## config.mk

```make
export PLATFORM = sky130hd
export DESIGN_NAME = slot_pool_allocator_flat
export DESIGN_NICKNAME = d
export VERILOG_FILES = /design/src/rtl/spa_pkg.sv /design/src/rtl/spa_if.sv /design/src/rtl/slot_pool_allocator.sv /design/src/flat_wrapper.sv
export SDC_FILE = /design/constraint.sdc
export NUM_CORES = 2
export LEC_CHECK = 0
export BUFFER_PORTS_ARGS = -buffer_cell sky130_fd_sc_hd__buf_2
export CAP_MARGIN = 20
export CORE_ASPECT_RATIO = 2
export CORE_MARGIN = 2
export CORE_UTILIZATION = 45
export DETAILED_ROUTE_END_ITERATION = 8
export SLEW_MARGIN = 25
export SYNTH_ARGS = -nofsm -noshare
export SYNTH_HDL_FRONTEND = slang
export SYNTH_SLANG_ARGS = --single-unit
```

## constraint.sdc

```tcl
create_clock -name clk -period 36.3 [get_ports clk]
set_input_delay 3.63 -clock clk [delete_from_list [all_inputs] [get_ports clk]]
set_output_delay 3.63 -clock clk [all_outputs]
set_load 0.01 [all_outputs]
```

## src/rtl/spa_pkg.sv

```systemverilog
// ----------------------------------------------------------------------------
// Slot pool allocator package
// Shared widths, operation codes, status codes and controller states.
// ----------------------------------------------------------------------------
package spa_pkg;

  localparam int MAX_SLOTS = 256;
  localparam int SLOT_W    = $clog2(MAX_SLOTS);
  localparam int COUNT_W   = SLOT_W + 1;
  localparam int MODE_W    = 2;
  localparam int STATUS_W  = 2;

  typedef logic [SLOT_W-1:0]   slot_t;
  typedef logic [COUNT_W-1:0]  count_t;
  typedef logic [MODE_W-1:0]   mode_t;
  typedef logic [STATUS_W-1:0] status_t;

  localparam mode_t MODE_ALLOC = 2'd0;
  localparam mode_t MODE_FREE  = 2'd1;
  localparam mode_t MODE_CHECK = 2'd2;

  localparam status_t STATUS_OK        = 2'd0;
  localparam status_t STATUS_RANGE     = 2'd1;
  localparam status_t STATUS_ALREADY   = 2'd2;

  localparam count_t COUNT_LIMIT = count_t'(MAX_SLOTS);

  typedef enum logic {
    ST_IDLE,
    ST_EXEC
  } state_t;

endpackage

```

## src/rtl/spa_if.sv

```systemverilog
// ----------------------------------------------------------------------------
// Slot pool allocator channels
// Valid/ready channels for requests, responses and the configuration write.
// ----------------------------------------------------------------------------
interface spa_req_if;
  import spa_pkg::*;
  logic  valid;
  logic  ready;
  mode_t mode;
  slot_t slot_index;
  modport source (output valid, output mode, output slot_index, input ready);
  modport sink   (input valid, input mode, input slot_index, output ready);
endinterface

interface spa_rsp_if;
  import spa_pkg::*;
  logic    valid;
  logic    ready;
  slot_t   slot_out;
  status_t status;
  modport source (output valid, output slot_out, output status, input ready);
  modport sink   (input valid, input slot_out, input status, output ready);
endinterface

interface spa_cfg_if;
  import spa_pkg::*;
  logic   valid;
  logic   ready;
  count_t data;
  modport source (output valid, output data, input ready);
  modport sink   (input valid, input data, output ready);
endinterface

```

## src/rtl/slot_pool_allocator.sv

```systemverilog
// A request is accepted in the idle state, its entry is read from the slot
// memory on that edge, and the response is registered when the execute state
// commits, which waits while the response is held. A new request is taken
// only in the idle state, once the read and update of the last one are done.
// Reset: synchronous, active low; the free list is empty, the bump counter
// is zero, all free marks read as clear and slot_count returns to 256.
// ----------------------------------------------------------------------------
// Slot pool allocator
// Hands out, takes back and checks fixed-size slots using a linked free list
// kept in a slot memory, backed by a bump counter for untouched slots.
// ----------------------------------------------------------------------------
module slot_pool_allocator (
  input  logic      clk,
  input  logic      rst_n,
  spa_cfg_if.sink   cfg_wr,
  spa_req_if.sink   in_req,
  spa_rsp_if.source out_rsp
);
  import spa_pkg::*;

  // Each memory word holds the free mark in its top bit and the free-list
  // link below it. The link of the last slot on the list points to itself.
  logic [SLOT_W:0]      slot_mem [MAX_SLOTS];
  logic [SLOT_W:0]      rd_data_r;
  logic                 mem_wr_en;
  slot_t                mem_wr_addr;
  logic [SLOT_W:0]      mem_wr_data;
  logic                 mem_rd_en;
  slot_t                mem_rd_addr;

  // A memory word counts only once it has been written since reset; an
  // unwritten word reads as a clear free mark.
  logic [MAX_SLOTS-1:0] written_r;

  state_t  state_r, state_nxt;
  count_t  slot_count_r;
  slot_t   free_head_r, free_head_nxt;
  logic    list_empty_r, list_empty_nxt;
  count_t  bump_r, bump_nxt;

  // Captured request and the memory address read for it.
  mode_t   op_mode_r;
  slot_t   op_idx_r;
  slot_t   op_addr_r;

  // Response register.
  logic    out_valid_r;
  slot_t   out_slot_r, out_slot_nxt;
  status_t out_status_r, out_status_nxt;

  logic    accept;
  logic    commit;
  count_t  live_count;
  logic    entry_marked;
  slot_t   entry_link;
  count_t  idx_ext;
  logic    idx_in_range;

  // Configuration always taken; user, not block, writes it only when idle.
  assign cfg_wr.ready = 1'b1;

  always_ff @(posedge clk) begin
    if (!rst_n) begin
      slot_count_r <= COUNT_LIMIT;
    end else if (cfg_wr.valid) begin
      slot_count_r <= cfg_wr.data;
    end
  end

  // The usable count is slot_count clipped to the memory depth.
  assign live_count = (slot_count_r > COUNT_LIMIT) ? COUNT_LIMIT : slot_count_r;

  assign in_req.ready = (state_r == ST_IDLE);
  assign accept       = in_req.valid && in_req.ready;

  // An allocate reads the word at the free-list head; free and check read
  // the word of the addressed slot.
  assign mem_rd_en   = accept;
  assign mem_rd_addr = (in_req.mode == MODE_ALLOC) ? free_head_r : in_req.slot_index;

  always_ff @(posedge clk) begin
    if (mem_wr_en) begin
      slot_mem[mem_wr_addr] <= mem_wr_data;
    end
    if (mem_rd_en) begin
      rd_data_r <= slot_mem[mem_rd_addr];
    end
  end

  always_ff @(posedge clk) begin
    if (accept) begin
      op_mode_r <= in_req.mode;
      op_idx_r  <= in_req.slot_index;
      op_addr_r <= mem_rd_addr;
    end
  end

  assign entry_marked = written_r[op_addr_r] && rd_data_r[SLOT_W];
  assign entry_link   = rd_data_r[SLOT_W-1:0];
  assign idx_ext      = {1'b0, op_idx_r};
  assign idx_in_range = (idx_ext < live_count);

  // The update step runs once the response register can take a result, so a
  // stalled consumer holds the block in the execute state.
  assign commit = (state_r == ST_EXEC) && (!out_valid_r || out_rsp.ready);

  always_comb begin
    state_nxt      = state_r;
    free_head_nxt  = free_head_r;
    list_empty_nxt = list_empty_r;
    bump_nxt       = bump_r;
    out_slot_nxt   = op_idx_r;
    out_status_nxt = STATUS_OK;
    mem_wr_en      = 1'b0;
    mem_wr_addr    = op_addr_r;
    mem_wr_data    = rd_data_r;

    case (state_r)
      ST_IDLE: begin
        if (accept) begin
          state_nxt = ST_EXEC;
        end
      end
      ST_EXEC: begin
        if (commit) begin
          state_nxt = ST_IDLE;
          case (op_mode_r)
            MODE_ALLOC: begin
              if (!list_empty_r) begin
                // Pop the head: clear its mark, advance or empty the list.
                out_slot_nxt = free_head_r;
                mem_wr_en    = 1'b1;
                mem_wr_addr  = free_head_r;
                mem_wr_data  = {1'b0, entry_link};
                if (entry_link == free_head_r) begin
                  list_empty_nxt = 1'b1;
                end else begin
                  free_head_nxt = entry_link;
                end
              end else if (bump_r < live_count) begin
                out_slot_nxt = bump_r[SLOT_W-1:0];
                bump_nxt     = bump_r + count_t'(1);
              end else begin
                out_slot_nxt   = '0;
                out_status_nxt = STATUS_RANGE;
              end
            end
            MODE_FREE: begin
              if (!idx_in_range) begin
                out_status_nxt = STATUS_RANGE;
              end else if (entry_marked || (idx_ext >= bump_r)) begin
                // Already on the list, or never handed out.
                out_status_nxt = STATUS_ALREADY;
              end else if ((idx_ext + count_t'(1)) == bump_r) begin
                // Topmost bumped slot goes back to the bump counter.
                bump_nxt = bump_r - count_t'(1);
              end else begin
                mem_wr_en      = 1'b1;
                mem_wr_addr    = op_idx_r;
                mem_wr_data    = {1'b1, (list_empty_r ? op_idx_r : free_head_r)};
                free_head_nxt  = op_idx_r;
                list_empty_nxt = 1'b0;
              end
            end
            MODE_CHECK: begin
              if (!idx_in_range) begin
                out_status_nxt = STATUS_RANGE;
              end else if (entry_marked) begin
                out_status_nxt = STATUS_ALREADY;
              end
            end
            default: begin
              out_status_nxt = STATUS_RANGE;
            end
          endcase
        end
      end
      default: begin
        state_nxt = ST_IDLE;
      end
    endcase
  end

  always_ff @(posedge clk) begin
    if (!rst_n) begin
      state_r      <= ST_IDLE;
      free_head_r  <= '0;
      list_empty_r <= 1'b1;
      bump_r       <= '0;
      written_r    <= '0;
      out_valid_r  <= 1'b0;
    end else begin
      state_r      <= state_nxt;
      free_head_r  <= free_head_nxt;
      list_empty_r <= list_empty_nxt;
      bump_r       <= bump_nxt;
      if (mem_wr_en) begin
        written_r[mem_wr_addr] <= 1'b1;
      end
      if (commit) begin
        out_valid_r <= 1'b1;
      end else if (out_rsp.ready) begin
        out_valid_r <= 1'b0;
      end
    end
  end

  always_ff @(posedge clk) begin
    if (commit) begin
      out_slot_r   <= out_slot_nxt;
      out_status_r <= out_status_nxt;
    end
  end

  assign out_rsp.valid    = out_valid_r;
  assign out_rsp.slot_out = out_slot_r;
  assign out_rsp.status   = out_status_r;

endmodule
```

## src/flat_wrapper.sv

```systemverilog
// flat-port wrapper written by rule: the top's interface ports become plain ports
module slot_pool_allocator_flat import spa_pkg::*;
  (clk, rst_n, cfg_wr_valid, cfg_wr_data, cfg_wr_ready, in_req_valid, in_req_mode, in_req_slot_index, in_req_ready, out_rsp_valid, out_rsp_slot_out, out_rsp_status, out_rsp_ready);
  spa_cfg_if cfg_wr_i ();
  spa_req_if in_req_i ();
  spa_rsp_if out_rsp_i ();
  input  logic clk;
  input  logic rst_n;
  input wire logic [$bits(cfg_wr_i.valid)-1:0] cfg_wr_valid;
  input wire logic [$bits(cfg_wr_i.data)-1:0] cfg_wr_data;
  output wire logic [$bits(cfg_wr_i.ready)-1:0] cfg_wr_ready;
  input wire logic [$bits(in_req_i.valid)-1:0] in_req_valid;
  input wire logic [$bits(in_req_i.mode)-1:0] in_req_mode;
  input wire logic [$bits(in_req_i.slot_index)-1:0] in_req_slot_index;
  output wire logic [$bits(in_req_i.ready)-1:0] in_req_ready;
  output wire logic [$bits(out_rsp_i.valid)-1:0] out_rsp_valid;
  output wire logic [$bits(out_rsp_i.slot_out)-1:0] out_rsp_slot_out;
  output wire logic [$bits(out_rsp_i.status)-1:0] out_rsp_status;
  input wire logic [$bits(out_rsp_i.ready)-1:0] out_rsp_ready;
  assign cfg_wr_i.valid = cfg_wr_valid;
  assign cfg_wr_i.data = cfg_wr_data;
  assign cfg_wr_ready = cfg_wr_i.ready;
  assign in_req_i.valid = in_req_valid;
  assign in_req_i.mode = in_req_mode;
  assign in_req_i.slot_index = in_req_slot_index;
  assign in_req_ready = in_req_i.ready;
  assign out_rsp_valid = out_rsp_i.valid;
  assign out_rsp_slot_out = out_rsp_i.slot_out;
  assign out_rsp_status = out_rsp_i.status;
  assign out_rsp_i.ready = out_rsp_ready;
  slot_pool_allocator u_core (.clk(clk), .rst_n(rst_n), .cfg_wr(cfg_wr_i), .in_req(in_req_i), .out_rsp(out_rsp_i));
endmodule
```

* Yosys cells after proc, flatten, opt, wreduce, memory -nomap -nowiden
Memory sizes are Yosys's and may differ from the RTL's. A register that Yosys moved wholly into a read port is not among the register bits. Cells that the tools add are included.
Storage, ports and cells: word-level logic and storage cells 115, bits in writable memories 2304, memories kept 1, bits in registers 313
Operators by class: add/subtract/negate cells 3, equal/unequal tests 12, $lt $le $gt $ge 7, bitwise logic cells 2, reduce and logical (&&, ||, !) cells 14, mux-type cells 64
Memories:
- u_core.slot_mem | depth 256, bits a word 9, rd ports 1, clocked after Yosys merged registers in 1, wr ports 1, line slot_pool_allocator.sv:23 | logic [SLOT_W:0] slot_mem [MAX_SLOTS];
Operator list (number):
- 256-bit bitwise OR | 1
- 8-bit two-way mux | 17
- 9-bit two-way mux | 12
- 9-bit case mux with 2 select lines | 2
- 8-bit case mux with 2 select lines | 2
- 1-bit two-way mux | 20
- 8-bit by 9-bit < comparator with 1-bit output, second input constant | 2
- 8-bit AND reduction | 2
- 2-bit two-way mux | 5
- 8-bit by 1-bit adder with 9-bit output, second input constant | 1
- 9-bit by 1-bit adder with 9-bit output, second input constant | 1
- 9-bit equality test | 1
- 8-bit by 9-bit greater-or-equal comparator with 1-bit output | 1
- 9-bit > comparator, second input constant | 1
- 8-bit by 9-bit < comparator with 1-bit output | 1
- 9-bit < comparator | 1
- 9-bit by 1-bit subtractor with 9-bit output, second input constant | 1
- 1-bit binary-select mux with 8-bit select | 1
- 1-bit demux with 8-bit select | 1
- 8-bit equality test | 1
- 8-bit by 1-bit greater-or-equal comparator with 1-bit output, second input constant | 1
- 2-bit by 1-bit != test with 1-bit output, second input constant | 4
- 2-bit != test, second input constant | 4
- 1-bit case mux with 2 select lines | 3
- other kinds (10) | 16

* Logic depth before layout (Yosys ltp)
depth after elaboration 14, gate-level depth with buffers 19, gate-level depth less buffers 13

* Least setup slack after synthesis
OpenSTA, ideal clock, no wires.
path type input to register, start input port out_rsp_ready, end memory u_core.slot_mem[0][6] (netlist bit) (data pin), data arrival time 14.893 ns, setup time 2.187 ns, data required time 34.113 ns, stages 8, slack 19.220 ns, cells stage by stage nand2b_1 -> nand2_1 -> inv_1 -> nand2_1 -> nor2_1 -> o21ai_1 -> clkbuf_1 -> o21ai_0
Between the ends: longest elaborated chain between the ends 4
RTL lines:
- start, declared | line flat_wrapper.sv:19 | input wire logic [$bits(out_rsp_i.ready)-1:0] out_rsp_ready;
- 1-bit logical OR | line slot_pool_allocator.sv:105 | assign commit = (state_r == ST_EXEC) && (!out_valid_r || out_rsp.ready);
- 1-bit logical AND | line slot_pool_allocator.sv:105
- via u_core.commit | line slot_pool_allocator.sv:52 | logic commit;
- 9-bit two-way mux | line slot_pool_allocator.sv:125 | if (commit) begin
- 9-bit two-way mux | line slot_pool_allocator.sv:118 | case (state_r)
- via u_core.mem_wr_data[6] | line slot_pool_allocator.sv:27 | logic [SLOT_W:0] mem_wr_data;
- end, declared | line slot_pool_allocator.sv:23
The timed path passes the listed nets, and every way through them passes these cells.

* Final worst setup path
start input port in_req_mode[1], end register u_core.rd_data_r[2] (read register of u_core.slot_mem) (data pin)
Between the ends: longest elaborated chain between the ends 2
RTL lines:
- start, declared | line flat_wrapper.sv:13 | input wire logic [$bits(in_req_i.mode)-1:0] in_req_mode;
- 2-bit logical NOT | line slot_pool_allocator.sv:79 | assign mem_rd_addr = (in_req.mode == MODE_ALLOC) ? free_head_r : in_req.slot_index;
- 8-bit two-way mux | line slot_pool_allocator.sv:79
- end, declared | line slot_pool_allocator.sv:24 | logic [SLOT_W:0] rd_data_r;
Every way passes these cells. A chain may end at the register's enable or synchronous reset.

==> metrics.md <==
| Metric | Value |
|---|---|
| Status | finished, final reports clean |
| R2r setup slk | 27920 ps |
| Most common cell type on the critical path | buf_4 |
| Synth Register Bits | ~2600 |
| IO buf count | 35 |
| Post-Syn Nets | 8777 |
| Max-cap violations | 0 |
| Setup Buffers After CTS | 0 |
| Via Count | around 71000 |
| Warnings from Yosys | 0 |
| CTS tree | done |
| Layout cells sized above 1 | 0.0823 |
| Top achievable clock speed | approximately 94 MHz |
| Met2 Usage GRT | 0.478 |
| Initial DRC Count | around 7300 |
| Worst endpoint required time | 37040 ps |
| Max clock buf depth | 4 |
| Via-per-instance ratio | just over 6 |
| Sequential area share after synthesis | 0.708 |
| Grt met1 use | 0.292 |
| Chip Width | between 300 and 400 µm |
| Hpwl dp | between 200000 and 250000 µm |
| Starting Density | 0.452 |
| Cell row count | 253 |
| Total power | around 0.0064 W |
| Minimum clock period | roughly 11000 ps |
| CP Capture Type | flop |
| Worst slew pin tran | around 1200 ps |
| Hold Path End | u_core.written_r[241] |
| RSZ-0062 raised after global routing | false |
| Worst r2r dst | u_core.rd_data_r[2] |
| H-tree depth | 4 |
| Vias in the first global route | 70100 |
| IO Pins | 37 |
| Later-pin clock latency in the skew report | 900 ps |
| Routed WL per cell | 28.6 µm |
| 1st-pass router iterations | 8 |
| Worst-path clk slew | ~70 ps |
| First-pass GRT wire length | around 480000 µm |
| P per Cell Area | between 50 and 60 nW/µm² |
| Overflow after GRT | 0 |
| Critical path data arrival time | approximately 11000 ps |
| Die Area | 243000 µm² |
| Worst vdd ir | approximately 0.041 mV |
| GRT Util Overall | 0.271 |
| Die Ht | between 600 and 700 µm |
| Cts repair resizes | 0 |
| Max Slew Vio Count | 0 |
| Most used routing layer | met2 |
| Filler Cells Inserted | 20400 |
| Worst path buffer plus inverter count | 8 |
| Post-cts hold buffer count | 0 |
| Slowest cell delay on critical path | about 800 ps |
| Worst hold slack | approximately 450 ps |
| Top FF cell, synth | edfxtp_1 |
| Final #Nets | about 8500 |
| Synthesized area per cell | between 10 and 15 µm² |
| CTS buffer count | about 220 |
| P_leak | ~39 nW |
| Routed wire length | ~340000 µm |
| Worst slew margin | 0.175 |
| Critical path type | in -> reg |
| Startpoint class of the critical path | primary input |
| Core area | between 200000 and 250000 µm² |
| Setup TNS | 0 ps |
| Critical path, cell by cell | buf_2 -> or3b_2 -> buf_4 -> and2_4 -> inv_8 -> buf_6 -> buf_4 -> buf_4 -> buf_12 -> buf_4 -> nand2_1 -> and3_1 -> a311oi_1 -> a311oi_1 -> a311oi_1 -> nor3_1 -> o311a_1 -> a21oi_1 |
| Worst hold start | u_core.written_r[241] |
| Cells after synthesis | slightly below 9000 |
| CP delay by family, top | buffers and inverters |
| Critical Path Fanout Max | 179 |
| Routing usage on met3 | 0.0332 |
| Endpoints failing hold | 0 |
| Period utilization | 0.292 |
| Post-route DRC | 0 |
| Root Buffer | clkbuf_16 |
| Hold depth | 2 |
| Syn-to-layout area delta | 9.92% |
| HP Class | reg -> reg |
| R2R depth | 17 |
| Largest net degree at the start of global routing | 199 |
| Final setup violation count | 0 |
| EDFF count, synth | around 2300 |
| Antenna-violating nets left | 0 |
| Worst Skew | roughly 53 ps |
| Slowest CP cell | buf_4 |
| Async set-or-reset flop fraction in the synthesized netlist | 0 |
| Netlist Area Pre-Place | between 100000 and 150000 µm² |
| Final Wtd Congestion | slightly below 1 |
| Core Util, Final | 0.497 |
| Synth unique cells | 85 |
| CTS Sinks | about 2600 |
| Initial antenna violation count | 6 |
| Reg2reg start | u_core.free_head_r[1] |
## report_power, final
group / total, W / internal (W) / switching [W]
clock: 0.00244 / 0.00134 / 0.00110
sequential: 0.00337 / 0.00335 / 0.0000117
combinational: 0.000591 / 0.000131 / 0.000460
total: 0.00640 / 0.00482 / 0.00157
## layer usage
layer / part of all wire / vias to the layer above
met5: 0 / -
li1: - / 31700
met2: 0.51 / 3040
met1: 0.33 / 35700
met3: 0.061 / 960
met4: 0.093 / 0
## area by class of cell
| cell class | count | area [µm²] | share of cell area |
|---|---|---|---|
| timing repair buffer | 211 | 1810 | 0.0153 |
| inverter | 37 | 165 | 0.00140 |
| antenna | 2 | 5.00 | 0.0000424 |
| sequential | 2626 | 76000 | 0.644 |
| clock buffer | 263 | 5780 | 0.0490 |
| multi-input combinational | 5379 | 29100 | 0.246 |
| tap | 3060 | 3830 | 0.0324 |
| clock inverter | 139 | 1420 | 0.0120 |
## how the worst max path moves through the flow
| stage | startpoint | endpoint | slack, ps | depth (start not counted) |
|---|---|---|---|---|
| finish | in_req_mode[1] | u_core.rd_data_r[2] | 25710 | 18 |
| global route | in_req_mode[1] | u_core.rd_data_r[2] | 25240 | 18 |
| detailed placement | in_req_mode[1] | u_core.rd_data_r[2] | 24690 | 18 |
| CTS | in_req_mode[1] | u_core.rd_data_r[2] | 25610 | 18 |
| global placement | in_req_mode[1] | u_core.rd_data_r[2] | 24770 | 18 |
| floorplan | out_rsp_ready | u_core.slot_mem[0][6] | 19220 | 8 |
## worst reg2reg max path, cell delays in order (launching register included)
cell,delay [ps]
dfxtp_1,620
or3b_2,490
buf_4,220
and2_4,390
inv_8,760
buf_6,690
buf_4,760
buf_4,810
buf_12,740
buf_4,1000
nand2_1,120
and3_1,210
a311oi_1,250
a311oi_1,90
a311oi_1,380
nor3_1,140
o311a_1,430
a21oi_1,130
## synthesized netlist by cell type, types with 7 or more instances
library cell	number	area, µm²
nand2_1	2385	8950
edfxtp_1	2341	70300
nand3_1	950	4750
clkbuf_1	510	1910
a311oi_1	345	3020
nor2_1	314	1180
dfxtp_1	285	5710
and3_1	282	1760
o21ai_0	181	906
a211oi_1	154	1160
buf_1	86	323
mux2i_1	84	841
a22o_1	82	718
a31oi_1	76	475
nor3_1	75	375
o311ai_0	55	482
buf_2	53	265
a21oi_1	50	250
o21ai_1	34	170
ha_1	31	388
mux4_2	31	698
inv_1	25	93.8
a22oi_1	19	143
nor2b_1	18	113
buf_6	14	158
mux4_1	13	342
nand4_1	13	81.3
xor2_1	12	105
and4_1	11	96.3
buf_4	11	82.6
nand2b_1	11	68.8
a311o_1	10	100
nor4_1	10	62.6
xnor2_1	10	87.6
inv_2	9	33.8
nand4_2	9	113
o311a_1	9	90.1
o31ai_1	8	60.1
or4_1	8	60.1
a21o_1	7	52.6
## kinds of logic (layout without fill, tap and decap cells)
group | Yosys count | count (layout) | share of synthesized area
AO/OA/AOI/OAI | 1084 | 1084 | 0.0756
buffers and inverters | 716 | 650 | 0.0275
other | 1 | 3 | 0.0000349
XOR/XNOR | 22 | 22 | 0.00179
flip-flops | 2626 | 2626 | 0.708
multiplexers | 132 | 132 | 0.0179
AND/OR/NAND/NOR | 4108 | 4108 | 0.166
adder cells (fa/ha/maj) | 32 | 32 | 0.00380
## flip-flops by register name, indices dropped and copies added, names as in the netlist, 2 cells and up
register and count:
u_core.out_rsp.slot_out 8, u_core.free_head_r 8, u_core.slot_mem 2304, u_core.out_rsp.status 2, u_core.written_r 256, u_core.rd_data_r 9
u_core.op_addr_r 8, u_core.op_idx_r 8, u_core.slot_count_r 9, u_core.op_mode_r 2, u_core.bump_r 9
## layout by cell type, fill, tap and decap left out, types with 25 or more instances in the layout
cell type	netlist	layout
mux4_2	31	31
clkbuf_16	0	225
nor3_1	75	62
inv_1	25	25
nand2_1	2385	2378
buf_2	53	34
o21ai_0	181	173
edfxtp_1	2341	2341
a22o_1	82	82
a21oi_1	50	50
nand3_1	950	941
a211oi_1	154	153
buf_4	11	152
ha_1	31	31
clkinv_1	3	47
o21ai_1	34	31
clkbuf_1	510	37
bufinv_16	0	28
nor2_2	0	31
a31oi_1	76	76
o311ai_0	55	34
clkinv_2	0	40
mux2i_1	84	78
dfxtp_1	285	285
a311oi_1	345	334
and3_1	282	281
nor2_1	314	283
## stage by stage
step | worst slack [ps] | cells | area (µm²)
floorplan | 19220 | 8721 | 107000
global placement | 24770 | 11300 | 110000
detailed placement | 24690 | 11300 | 111000
CTS | 25610 | 11700 | 118000
global route | 25240 | 11700 | 118000
finish | 25710 | 11700 | 118000
Note: power is estimated with default switching activity, not from simulation.
